--- src/rtl/core/bor_pkg.sv ---
// Shared constants and types for the box overlap ratio block.
`default_nettype none

package bor_pkg;

    // Coordinate and fraction widths
    localparam int COORD_BITS  = 16;
    localparam int FRAC_BITS   = 16;

    // Derived arithmetic widths
    localparam int AREA_BITS   = 2 * COORD_BITS;
    localparam int UNI_BITS    = AREA_BITS + 1;
    localparam int RATIO_BITS  = FRAC_BITS + 1;

    // Queue between the classify and compute sections
    localparam int QUEUE_DEPTH = 4;
    localparam int QPTR_BITS   = $clog2(QUEUE_DEPTH);

    typedef logic [COORD_BITS-1:0] coord_t;
    typedef logic [RATIO_BITS-1:0] ratio_t;

    // Classified box pair: flags plus the extents the area math needs
    typedef struct packed {
        logic   bad;
        logic   hit;
        coord_t a_w;
        coord_t a_h;
        coord_t b_w;
        coord_t b_h;
        coord_t i_w;
        coord_t i_h;
    } job_t;

endpackage

`default_nettype wire

--- src/rtl/core/bor_pair_if.sv ---
// Valid/ready channel that carries one pair of boxes.
`default_nettype none

interface bor_pair_if;
    logic            valid;
    logic            ready;
    bor_pkg::coord_t first_left;
    bor_pkg::coord_t first_top;
    bor_pkg::coord_t first_right;
    bor_pkg::coord_t first_bottom;
    bor_pkg::coord_t second_left;
    bor_pkg::coord_t second_top;
    bor_pkg::coord_t second_right;
    bor_pkg::coord_t second_bottom;

    modport source (
        output valid, first_left, first_top, first_right, first_bottom,
               second_left, second_top, second_right, second_bottom,
        input  ready
    );

    modport sink (
        input  valid, first_left, first_top, first_right, first_bottom,
               second_left, second_top, second_right, second_bottom,
        output ready
    );
endinterface

`default_nettype wire

--- src/rtl/core/bor_front.sv ---
// Front section: accept a box pair, check extents and form the intersection.
`default_nettype none

module bor_front (
    input  wire logic          clk,
    input  wire logic          rst_n,
    bor_pair_if.sink           pair,
    output bor_pkg::job_t      q_job,
    output logic               q_push,
    input  wire logic          q_full
);

    logic            valid_reg;
    bor_pkg::job_t   job_reg;
    bor_pkg::job_t   job_next;
    logic            accept;
    bor_pkg::coord_t il;
    bor_pkg::coord_t it;
    bor_pkg::coord_t ir;
    bor_pkg::coord_t ib;

    // Intersect the boxes and classify the pair
    always_comb
    begin
        il = (pair.first_left  > pair.second_left)   ? pair.first_left   : pair.second_left;
        it = (pair.first_top   > pair.second_top)    ? pair.first_top    : pair.second_top;
        ir = (pair.first_right < pair.second_right)  ? pair.first_right  : pair.second_right;
        ib = (pair.first_bottom < pair.second_bottom) ? pair.first_bottom : pair.second_bottom;

        job_next.bad = (pair.first_right   <= pair.first_left)  ||
                       (pair.first_bottom  <= pair.first_top)   ||
                       (pair.second_right  <= pair.second_left) ||
                       (pair.second_bottom <= pair.second_top);
        job_next.hit = (ir > il) && (ib > it);
        job_next.a_w = pair.first_right   - pair.first_left;
        job_next.a_h = pair.first_bottom  - pair.first_top;
        job_next.b_w = pair.second_right  - pair.second_left;
        job_next.b_h = pair.second_bottom - pair.second_top;
        job_next.i_w = ir - il;
        job_next.i_h = ib - it;
    end

    // Take a new item when none is held or the held one can move into the queue
    assign q_push     = valid_reg && !q_full;
    assign pair.ready = !valid_reg || !q_full;
    assign accept     = pair.valid && pair.ready;
    assign q_job      = job_reg;

    // Hold the classified item until the queue takes it
    always_ff @(posedge clk or negedge rst_n)
    begin
        if (!rst_n)
        begin
            valid_reg <= 1'b0;
        end
        else if (accept)
        begin
            valid_reg <= 1'b1;
        end
        else if (q_push)
        begin
            valid_reg <= 1'b0;
        end
    end

    always_ff @(posedge clk)
    begin
        if (accept)
        begin
            job_reg <= job_next;
        end
    end

endmodule

`default_nettype wire

--- src/flat_wrapper.sv ---
// flat-port wrapper written by rule: the top's interface ports become plain ports
module bor_front_flat 
  (clk, rst_n, q_job, q_push, q_full, pair_valid, pair_first_left, pair_first_top, pair_first_right, pair_first_bottom, pair_second_left, pair_second_top, pair_second_right, pair_second_bottom, pair_ready);
  bor_pair_if pair_i ();
  input  wire logic clk;
  input  wire logic rst_n;
  output bor_pkg::job_t q_job;
  output logic q_push;
  input  wire logic q_full;
  input wire logic [$bits(pair_i.valid)-1:0] pair_valid;
  input wire logic [$bits(pair_i.first_left)-1:0] pair_first_left;
  input wire logic [$bits(pair_i.first_top)-1:0] pair_first_top;
  input wire logic [$bits(pair_i.first_right)-1:0] pair_first_right;
  input wire logic [$bits(pair_i.first_bottom)-1:0] pair_first_bottom;
  input wire logic [$bits(pair_i.second_left)-1:0] pair_second_left;
  input wire logic [$bits(pair_i.second_top)-1:0] pair_second_top;
  input wire logic [$bits(pair_i.second_right)-1:0] pair_second_right;
  input wire logic [$bits(pair_i.second_bottom)-1:0] pair_second_bottom;
  output wire logic [$bits(pair_i.ready)-1:0] pair_ready;
  assign pair_i.valid = pair_valid;
  assign pair_i.first_left = pair_first_left;
  assign pair_i.first_top = pair_first_top;
  assign pair_i.first_right = pair_first_right;
  assign pair_i.first_bottom = pair_first_bottom;
  assign pair_i.second_left = pair_second_left;
  assign pair_i.second_top = pair_second_top;
  assign pair_i.second_right = pair_second_right;
  assign pair_i.second_bottom = pair_second_bottom;
  assign pair_ready = pair_i.ready;
  bor_front u_core (.clk(clk), .rst_n(rst_n), .pair(pair_i), .q_job(q_job), .q_push(q_push), .q_full(q_full));
endmodule
--- config.mk ---
export PLATFORM = sky130hd
export DESIGN_NAME = bor_front_flat
export DESIGN_NICKNAME = d
export VERILOG_FILES = /design/src/rtl/core/bor_pkg.sv /design/src/rtl/core/bor_pair_if.sv /design/src/rtl/core/bor_front.sv /design/src/flat_wrapper.sv
export SDC_FILE = /design/constraint.sdc
export NUM_CORES = 1
export LEC_CHECK = 0
export BUFFER_PORTS_ARGS = -buffer_cell sky130_fd_sc_hd__buf_2
export CAP_MARGIN = 10
export CELL_PAD_IN_SITES_DETAIL_PLACEMENT = 1
export CELL_PAD_IN_SITES_GLOBAL_PLACEMENT = 1
export CORE_MARGIN = 5
export CORE_UTILIZATION = 46
export CTS_BUF_LIST = sky130_fd_sc_hd__clkbuf_2
export CTS_CLUSTER_DIAMETER = 60
export DETAILED_ROUTE_END_ITERATION = 6
export GPL_TIMING_DRIVEN = 0
export PLACE_DENSITY = 0.92
export SLEW_MARGIN = 15
export SYNTH_ARGS = -nofsm -noshare
export SYNTH_HDL_FRONTEND = slang
export SYNTH_SLANG_ARGS = --single-unit
--- constraint.sdc ---
create_clock -name clk -period 7.5 [get_ports clk]
set_input_delay 0.375 -clock clk [delete_from_list [all_inputs] [get_ports clk]]
set_output_delay 0.375 -clock clk [all_outputs]
set_load 0.02 [all_outputs]
### Yosys cells after proc, flatten, opt, wreduce, memory -nomap -nowiden

Cells that the tools add are included.

| cells by class | value |
|---|---|
| $add $sub $neg | 6 |
| magnitude comparators | 10 |
| muxes and demuxes | 6 |
| reduce and logical (&&, ||, !) cells | 10 |

Operator list:

| operator | number |
|---|---|
| 16-bit subtractor | 6 |
| 16-bit greater-than comparator | 4 |
| 16-bit less-or-equal comparator | 4 |
| 16-bit two-way mux | 4 |
| 16-bit less-than comparator | 2 |
| 1-bit logical OR | 4 |
| 1-bit logical AND | 3 |
| 1-bit zero test | 2 |
| 1-bit two-way mux | 2 |
| 2-bit nonzero test | 1 |

| word-level totals | value |
|---|---|
| register bits after elaboration | 99 |

### Logic depth before layout (Yosys ltp)

Gate-level depths: netlist of run 1.

| depth | value |
|---|---|
| word-level depth | 4 |
| depth in mapped cells | 19 |
| gate-level depth less buffers | 19 |

### Worst setup path before layout of run 1

No wires, ideal clock.

| timing path | value |
|---|---|
| path type | input to register |
| from | input port pair_second_right[1] |
| to | register u_core.job_reg, in the netlist u_core.q_job[96], data pin |
| data arrival time | 3.920 ns |
| slack | 3.314 ns |
| cell stages on the path | 19 |
| cell sequence | inv_1 -> ha_1 -> a21o_1 -> a21o_1 -> a21oi_1 -> o31a_1 -> o41ai_4 -> buf_8 -> mux2i_1 -> ha_1 -> inv_1 -> fa_1 -> a21o_1 -> a21oi_1 -> o21ai_0 -> nor2_1 -> o221ai_1 -> a221oi_1 -> nor4_1 |

RTL lines:

| item | RTL line | source |
|---|---|---|
| from (decl) | flat_wrapper.sv:17 | `input wire logic [$bits(pair_i.second_right)-1:0] pair_second_right;` |
| to (signal assigned) | bor_front.sv:70 | `job_reg <= job_next;` |
| to (decl) | bor_front.sv:14 | `bor_pkg::job_t job_reg;` |

==> results of run 1 <==
==> layer usage <==
| layer | GRT usage [%] | part of all wire [%] |
|---|---|---|
| met4 | 13.2 | 4.8 |
| met5 | 0 | 0 |
| met2 | 47.8 | 49 |
| met1 | 33.4 | 40 |
| met3 | 3.98 | 5.9 |
==> worst max path at each step <==
stage | startpoint | endpoint | cells past startpoint
3_3_place_gp | pair_second_right[1] | u_core.q_job[96]$_DFFE_PP_ | 20
5_1_grt | pair_second_right[1] | u_core.q_job[30]$_DFFE_PP_ | 19
3_5_place_dp | pair_second_right[1] | u_core.q_job[96]$_DFFE_PP_ | 20
4_1_cts | pair_second_right[1] | u_core.q_job[30]$_DFFE_PP_ | 19
6_report | pair_second_right[1] | u_core.q_job[30]$_DFFE_PP_ | 19
2_1_floorplan | pair_second_right[1] | u_core.q_job[96]$_DFFE_PP_ | 19
==> synthesized netlist by cell type, drive strengths merged (24+ instances only) <==
| cell | n | area, um2 |
|---|---|---|
| nand2 | 47 | 176 |
| mux2i | 35 | 350 |
| nand3 | 25 | 125 |
| o21ai | 53 | 265 |
| xnor2 | 49 | 429 |
| xor2 | 24 | 210 |
| inv | 132 | 495 |
| mux2 | 30 | 398 |
| a21o | 29 | 218 |
| edfxtp | 98 | 2940 |
| ha | 158 | 1980 |
| a21oi | 85 | 425 |
| nor2 | 55 | 209 |
==> through the flow <==
| stage | area, um2 | setup slack (ns) | total power [uW] |
|---|---|---|---|
| finish | 11600 | 2.96 | 2070 |
| CTS | 11600 | 3.04 | 2070 |
| global route | 11600 | 2.84 | 2190 |
| floorplan | 9920 | 3.31 | 1450 |
| global placement | 11400 | 2.45 | 1730 |
| detailed placement | 11500 | 2.31 | 1780 |
==> layout make-up <==
class,count,area (um2),area share [%]
multi-input cells,799,6390,55.0
clock inverters,7,68.8,0.593
inverters,132,495,4.27
diodes,2,5.00,0.0431
repair buffers,236,1220,10.5
flip-flops and latches,99,2970,25.6
clock buffers,9,45.0,0.388
well taps,275,344,2.96
plain buffers,12,70.1,0.603
==> cell families after synthesis <==
family                   count (synthesis)  synth area share [%]
AND/OR/NAND/NOR                        240                  12.2
adder cells (fa/ha/maj)                164                  21.1
AO/OA/AOI/OAI                          257                  17.0
flip-flops                              99                  29.9
buffers and inverters                  144                  5.70
multiplexers                            65                  7.54
XOR/XNOR                                73                  6.44
==> worst max-delay path, cell delays in order <==
cell	delay (ns)
buf_2	0.09
inv_1	0.08
ha_1	0.29
a21o_1	0.11
a21o_1	0.11
a21oi_1	0.08
o31a_1	0.30
o41ai_4	0.68
buf_8	0.26
mux2i_1	0.26
ha_1	0.20
inv_1	0.07
fa_1	0.41
a21o_1	0.18
a21oi_1	0.21
o21ai_0	0.17
nor2_1	0.26
o221ai_1	0.29
o311ai_0	0.52
==> cell usage in the layout (no fill, tap or decap), types with 4 or more instances in the layout <==
cell type / netlist / layout
nor3_1: 17 / 17
clkbuf_2: 0 / 9
a211oi_1: 5 / 5
mux2i_1: 35 / 35
a21o_1: 29 / 29
xnor2_1: 49 / 49
nand2_1: 47 / 47
a21oi_1: 85 / 85
xor2_1: 24 / 24
o211ai_1: 6 / 6
dlygate4sd3_1: 0 / 4
buf_2: 2 / 233
mux2_4: 16 / 16
nor2b_1: 21 / 21
a221oi_1: 5 / 5
a41oi_1: 4 / 4
ha_1: 158 / 158
edfxtp_1: 98 / 98
o21a_1: 21 / 21
nand4_1: 18 / 18
nand3_1: 25 / 25
nor2_1: 54 / 54
mux2_2: 14 / 14
or2_2: 4 / 4
nor4_1: 15 / 15
fa_1: 6 / 6
o31a_1: 9 / 9
nand2b_1: 15 / 15
a2111oi_0: 6 / 6
o21ai_0: 51 / 51
and3_1: 7 / 7
inv_1: 132 / 132
clkbuf_1: 8 / 8
==> power breakdown <==
| group | total, uW | switching, uW | internal [uW] |
|---|---|---|---|
| combinational | 1040 | 635 | 405 |
| clock | 284 | 208 | 76.6 |
| sequential | 748 | 20.9 | 727 |
| total | 2070 | 863 | 1210 |
==> what timing repair did <==
action                                 CTS  global route
endpoints found under the hold margin    2             0
hold buffers                             4             0
gates resized for setup                  0             0
==> key figures, run 1 <==
Run status
  • Outcome: complete, no violations

Timing
  • Fin. Hold Viols: 0
  • RSZ-0062 raised after global routing: false
  • Setup_tns: 0 ns
  • Slew Limit Fails: 0
  • Worst-Margin Slew: 0.801 ns
  • WHS: 0.158 ns
  • Slew HR: 46.2%
  • Setup Skew: 0.0404 ns
  • Final Setup Violations: 0
  • Period utilization: 60.6%
  • Minimum clock period: approximately 4.5 ns
  • Fmax: 220 MHz

Floorplan
  • Floorplan row count: 53
  • Die W: 157 um
  • Io pins: 232
  • Die H: 157 um
  • Initial Util: 46.9%
  • Die area: 0.0246 mm2
  • Core area: between 0.02 and 0.025 mm2

Yosys
  • Mapped Area: 0.00992 mm2
  • Avg Inst Size Synth: approximately 9.5 um2
  • Most used flip-flop cell after synthesis: edfxtp_1
  • EDFF count, synth: 98
  • Syn nets: 1,338
  • Synth Instances: between 1,000 and 1,500
  • Flops & latches, synth: 99
  • Post-synthesis sequential area ratio: 29.9%
  • Syn. warnings: 0
  • Yosys cell types: 62
  • Post-synth ARST share: 1.01%

Routing
  • Final ANT Viol Nets: 0
  • Avg WL per Cell: around 22 um
  • Vias per cell: 5.97
  • Total number of vias: roughly 9,400
  • First-pass iteration count of the detailed router: 7
  • Drt total wl: 34,400 um
  • Starting DRT DRC Count: 614
  • Drt drc: 0

Global route
  • GRT Util Overall: 27.5%
  • Vias in the first global route: 9,966
  • First-pass GRT wire length: 53,000 um
  • Initial antenna violation count: 2
  • Largest net degree at the start of global routing: 60
  • Total grt overflow: 0

Worst setup path
  • Startpoint Class: input port
  • FF-to-FF End: u_core.q_job[49]$_DFFE_PP_
  • Crit Path Max Fanout: 10
  • Critical path arrival: 4.95 ns
  • Critical Path RT: 7.91 ns
  • Worst setup EP type: register
  • Crit path kind: in2reg
  • Worst R2R Setup Slack: between 5 and 6 ns
  • Reg2reg start: u_core.valid_reg$_DFFE_PN0P_
  • R2R depth: 3

Placed design
  • I/O Buffers: 231
  • Routability cong.: 0.942
  • HPWL Detailed: 28,900 um
  • Post-placement cell count: ~1,500

Clock network
  • TritonCTS clock tree: built
  • Htree depth: 3
  • Clk_lat worst skew: 0.65 ns
  • CTS Buffer Depth: 2
  • Clock sink count: 99
  • Setup bufs post-CTS: 0
  • CTS root buf: clkbuf_2
  • Reg clk slew, reported paths: 0.29 ns
  • Total CTS buffers: 9

Final layout
  • Max FFs per register: 98
  • Nets: roughly 1,600
  • Fill cell count: 2,538
  • Share of layout cells above drive strength 1: 22.3%
  • Fin cells: roughly 1,600
  • Area delta synth->final: 17.0%
  • Final core utilization: 54.9%

Min path
  • Hold wc startpoint: pair_second_top[1]
  • Worst hold path class: in2reg
  • Worst hold stages: 3
  • Hold EP: u_core.q_job[33]$_DFFE_PP_

Power
  • VDD IR max: 0.112 mV
  • Power per cell area: 178 mW/mm2
  • Lkg Pwr: 0.00560 uW

Run
  • MaxCap Viol Count: 0
Power figures use the tool's default switching activity.
==> run 2, diff against run 1 <==
Settings changed: CORE_UTILIZATION 46 to 43, PLACE_DENSITY 0.92 to 0.87.
Clock period 7.5 ns to 4.28 ns, I/O delays scaled along.
==> key figures, run 2 (synthesis gave the netlist of run 1 again) <==
Run status
  • Outcome: complete, no violations

Final layout
  • Commonest non-fill, non-tap cell in the layout: buf_2
  • Area delta synth->final: 18.5%
  • Fin cells: about 1,600
  • Max FFs per register: 98
  • Cell area after layout: 0.0118 mm2
  • Share of layout cells above drive strength 1: 22.7%
  • Nets: 1,599
  • Commonest non-fill, non-tap cells in the layout: buf_2 (233), ha_1 (158), inv_1 (132)

Worst setup path
  • Worst setup EP type: register
  • Crit path kind: in2reg
  • Crit Path Max Fanout: 7
  • Critical path arrival: ~4.5 ns
  • Worst R2R Setup Slack: 2.65 ns
  • Critical Path RT: 4.71 ns
  • Startpoint Class: input port

Timing
  • Fin. Hold Viols: 0
  • Worst-Margin Slew: ~0.76 ns
  • Final Setup Violations: 0
  • Minimum clock period: 4.08 ns
  • Period utilization: 95.3%
  • Setup Skew: 0.0347 ns
  • Slew Limit Fails: 0
  • Setup ws final: ~0.2 ns
  • Fmax: ~250 MHz
  • Slew HR: 48.1%
  • RSZ-0062 raised after global routing: false

Floorplan
  • Die W: 162 um
  • Io pins: 232
  • Core area: 0.0227 mm2
  • Die H: 162 um
  • Floorplan row count: 55
  • Die area: 0.0262 mm2
  • Initial Util: 43.7%

Min path
  • Worst hold path class: in2reg

Clock network
  • CTS root buf: clkbuf_2
  • Clock sink count: 99
  • TritonCTS clock tree: built
  • Htree depth: 3
  • Clk_lat worst skew: 0.64 ns
  • Total CTS buffers: 9
  • Reg clk slew, reported paths: between 0.2 and 0.3 ns
  • CTS Buffer Depth: 2

Power
  • Switching Fraction: about two fifths
  • Flop pwr share: 36.2%
  • Total power: 3620 uW
  • VDD IR max: 0.141 mV
  • Clock share of power: 13.6%
  • Comb power frac: 50.2%
  • Switch Pwr: 1490 uW
  • Lkg Pwr: 0.00568 uW
  • Internal Power: 2130 uW
  • Power per cell area: 308 mW/mm2

Routing
  • Final ANT Viol Nets: 0
  • Starting DRT DRC Count: approximately 420
  • Drt drc: 0
  • First-pass iteration count of the detailed router: 5
  • Total number of vias: about 9,200
  • Avg WL per Cell: 21.4 um
  • Vias per cell: 5.78
  • Drt total wl: around 34,000 um

Run
  • MaxCap Viol Count: 0

Placed design
  • Post-placement cell count: between 1,500 and 2,000
  • I/O Buffers: about 230
  • Routability cong.: 0.968
  • HPWL Detailed: 28,300 um
  • Post-DP Area: about 0.011 mm2
  • Pre-CTS WS: -0.693 ns

Global route
  • Total grt overflow: 0
  • Initial antenna violation count: 5
  • GRT Util Overall: 25.4%
  • Largest net degree at the start of global routing: 62
  • First-pass GRT wire length: 52,600 um
  • Vias in the first global route: 9,995
-- run 2: changes by cell type in the layout (fill, tap and decap cells not counted), sizes merged --
cell         before  now
buf             236  243
dlygate4sd3       4   11
-- run 2: path summary, 6_finish.rpt --
check                                               end  cells after the start                         start
setup / recovery             u_core.q_job[96]$_DFFE_PP_                     19            pair_first_left[1]
hold / removal               u_core.q_job[65]$_DFFE_PP_                      3             pair_first_top[1]
setup reg to reg             u_core.q_job[23]$_DFFE_PP_                      4  u_core.valid_reg$_DFFE_PN0P_
hold reg to reg              u_core.q_job[71]$_DFFE_PP_                      3  u_core.valid_reg$_DFFE_PN0P_
max in group asynchronous  u_core.valid_reg$_DFFE_PN0P_                      3                         rst_n
min in group asynchronous  u_core.valid_reg$_DFFE_PN0P_                      3                         rst_n
-- run 2: worst max-delay path: stages --
cell and delay, ns:
dlygate4sd3_1 0.53, buf_2 0.16, ha_1 0.30, a21oi_1 0.06, o21ai_0 0.30, a21oi_1 0.13
o211ai_1 0.14, o21ai_2 0.21, mux2_2 0.27, ha_1 0.15, inv_1 0.06, fa_1 0.40
a21o_1 0.17, a21oi_1 0.22, o21ai_0 0.17, nor2_1 0.24, o221ai_1 0.30, a221oi_1 0.37
nor4_1 0.09
-- run 2: final cells by class --
cell class                 instances  area (um2)
tap                              285         357
clock inverter                     7        68.8
buffer                            12        70.1
timing repair buffer             250        1360
antenna                            2        5.00
multi-input combinational        799        6390
fill                            2727       10900
clock buffer                       9        45.0
sequential                        99        2970
inverter                         132         495
-- run 2: through the flow --
| stage | setup TNS (ns) | utilization, % | hold WS (ns) |
|---|---|---|---|
| 6_report | 0 | 51.8 | 0.0739 |
| 5_1_grt | 0 | 51.8 | 0.0190 |
| 4_1_cts | 0 | 51.5 | 0.00439 |
| 3_5_place_dp | -5.19 | 50.6 | -0.00946 |
| 3_3_place_gp | -3.39 | 50.4 | -0.0106 |
| 2_1_floorplan | 0 | - | -0.0816 |
-- run 2: power groups by stage --
stage | Combinational (uW) | Clock [uW] | Sequential, uW
after floorplan | 1040 | 0 | 1500
after global placement | 1690 | 0 | 1340
after detailed placement | 1770 | 0 | 1330
after CTS | 1790 | 510 | 1310
after global routing | 1970 | 558 | 1320
final | 1820 | 493 | 1310
-- run 2: routing by layer --
layer  global-route usage [%]  routed length [um]  share of wire, %  up-vias
li1                         -                   -                 -     4357
met1                     29.6               13600                40     4442
met2                     45.7               17000                50      328
met3                     4.26                1940               5.7       89
met4                     11.5                1470               4.3        6
met5                        0                  40              0.12        -
-- run 2: timing repair --
item / in CTS / in global routing
setup buffers: 0 / 6
hold buffers: 10 / 1
hold endpoints to repair: 7 / 1
gates resized for setup: 0 / 1
setup endpoints to repair: 0 / 5
==> run 3, diff against run 2 <==
Settings changed: CORE_UTILIZATION 43 to 23, PLACE_DENSITY 0.87 to 0.53.
Clock period 4.28 ns to 5 ns, I/O delays scaled along.
==> key figures, run 3 (synthesis gave the netlist of run 1 again) <==
Clock network
  • Clock sink count: between 90 and 100
  • Clk_lat worst skew: 0.75 ns
  • Reg clk slew, reported paths: 0.30 ns
  • CTS root buf: clkbuf_2
  • TritonCTS clock tree: built
  • Total CTS buffers: 9
  • Htree depth: 3
  • CTS Buffer Depth: 2

Routing
  • Avg WL per Cell: 20.0 um
  • First-pass iteration count of the detailed router: 4
  • Drt total wl: approximately 39,000 um
  • Drt drc: 0
  • Vias per cell: around 4.7
  • Final ANT Viol Nets: 0
  • Total number of vias: 9,027
  • Starting DRT DRC Count: approximately 350

Placed design
  • HPWL Detailed: 33,200 um
  • Pre-CTS WS: -0.443 ns
  • Post-placement cell count: ~1,900
  • Routability cong.: 0.893
  • I/O Buffers: 231

Worst setup path
  • Cell family with most CP delay: compound AO/OA/AOI/OAI gates
  • Worst R2R Setup Slack: 3.41 ns
  • Reg2reg start: u_core.valid_reg$_DFFE_PN0P_
  • Critical-path cell list: dlygate4sd3_1, buf_2, ha_1, a21oi_1, o21ai_0, nor4_1, o31a_1, o41ai_4, buf_4, buf_8, mux2i_1, ha_1, inv_1, fa_1, a21o_1, a21oi_1, o21ai_0, nor2_1, o221ai_1, a221oi_1, nor4_1
  • CP Capture Point: u_core.q_job[96]$_DFFE_PP_
  • Crit path from: pair_first_right[5]
  • Crit path kind: in2reg
  • Critical Path RT: 5.52 ns
  • Worst setup EP type: register
  • Crit Path Max Fanout: 10
  • Critical path arrival: 5.30 ns
  • Slowest stage cell on the critical path: a221oi_1
  • Startpoint Class: input port
  • Buffers and inverters on the worst path: 5
  • R2R depth: 3
  • WP depth: 21
  • Peak per-stage delay on the critical path: 0.55 ns
  • FF-to-FF End: u_core.q_job[90]$_DFFE_PP_

Floorplan
  • Initial Util: 23.1%
  • Io pins: about 230
  • Floorplan row count: 76
  • Die area: 0.0474 mm2
  • Die W: 218 um
  • Die H: ~220 um
  • Core area: 0.0429 mm2

Final layout
  • Nets: 1,641
  • Commonest non-fill, non-tap cell in the layout: buf_2
  • Share of layout cells above drive strength 1: 21.9%
  • Fin cells: 1,938
  • Area of the multi-input gates: roughly 0.0064 mm2
  • Max FFs per register: 98
  • Area delta synth->final: 26.2%
  • Final core utilization: 29.2%
  • Commonest non-fill, non-tap cells in the layout: buf_2 (233), ha_1 (158), inv_1 (132)
  • Fill cell count: 5,123
  • Reg area: 0.00297 mm2

Timing
  • Period utilization: a little over nine tenths
  • Minimum clock period: 4.78 ns
  • Final Setup Violations: 0
  • Setup ws final: 0.217 ns
  • Setup Skew: ~0.042 ns
  • Worst-Margin Slew: 0.859 ns
  • Slew Limit Fails: 0
  • Fin. Hold Viols: 0
  • Slew HR: 42.4%
  • Setup_tns: 0 ns
  • RSZ-0062 raised after global routing: false
  • Fmax: 209 MHz

Min path
  • Worst hold path class: in2reg

Global route
  • Vias in the first global route: 9,733
  • GRT Util Overall: 16.2%
  • Initial antenna violation count: 5
  • First-pass GRT wire length: 57,900 um
  • Total grt overflow: 0
  • Largest net degree at the start of global routing: 38

Power
  • Lkg Pwr: just under 0.006 uW
  • Power per cell area: 250 mW/mm2
  • Total power: 3120 uW
  • VDD IR max: roughly 0.095 mV

Run
  • MaxCap Viol Count: 0

Run status
  • Outcome: complete, no violations
==> run 3: how the worst min path moves through the flow <==
stage | to | cells past startpoint | slack (ns) | start
2_1_floorplan | u_core.valid_reg$_DFFE_PN0P_ | 0 | -0.05 | rst_n
3_3_place_gp | u_core.valid_reg$_DFFE_PN0P_ | 1 | 0.02 | rst_n
3_5_place_dp | u_core.valid_reg$_DFFE_PN0P_ | 1 | 0.03 | rst_n
4_1_cts | u_core.q_job[86]$_DFFE_PP_ | 4 | 0.0002 | pair_first_left[6]
5_1_grt | u_core.q_job[66]$_DFFE_PP_ | 3 | 0.04 | pair_first_bottom[2]
6_report | u_core.q_job[66]$_DFFE_PP_ | 3 | 0.11 | pair_first_bottom[2]
==> run 3: cell type report <==
type / instances / area share [%]
clock buffers: 11 / 0.440
plain buffers: 12 / 0.560
clock inverters: 5 / 0.230
flip-flops and latches: 99 / 23.7
repair buffers: 292 / 14.2
diodes: 3 / 0.0600
well taps: 585 / 5.85
multi-input cells: 799 / 51.0
inverters: 132 / 3.96
==> run 3: where the power goes <==
| group | internal (uW) | total (uW) | leakage, uW | switching, uW |
|---|---|---|---|---|
| registers | 1090 | 1120 | 0.000941 | 32.9 |
| logic | 649 | 1600 | 0.00483 | 951 |
| clock network | 67.8 | 401 | 0.0000574 | 333 |
| total | 1810 | 3120 | 0.00583 | 1320 |
==> run 3: routing by layer <==
metal / wire length (um) / GRT usage [%] / part of all wire [%] / vias to the layer above
met5: 40 / 0 / 0.10 / -
met4: 726 / 4.04 / 1.9 / 8
met3: 2390 / 3.79 / 6.2 / 37
met2: 19000 / 28.9 / 49 / 236
met1: 16700 / 19.6 / 43 / 4312
li1: - / - / - / 4434
==> run 3: worst min-delay path: stages <==
cell and delay, ns:
buf_2 0.12, ha_1 0.23, xnor2_1 0.10
==> run 3: per-stage QoR <==
step	hold WS [ns]	instance area, um2
5_1_grt	0.0425	12500
4_1_cts	0.000161	12500
6_report	0.109	12500
2_1_floorplan	-0.0456	9920
3_5_place_dp	0.0280	11900
3_3_place_gp	0.0248	11800
==> run 3: timing repair <==
| item | in CTS | in global routing |
|---|---|---|
| hold buffers | 54 | 0 |
| endpoints found under the setup margin | 0 | 1 |
| gates resized for setup | 0 | 0 |
| endpoints found under the hold margin | 60 | 0 |
| setup buffers | 0 | 5 |
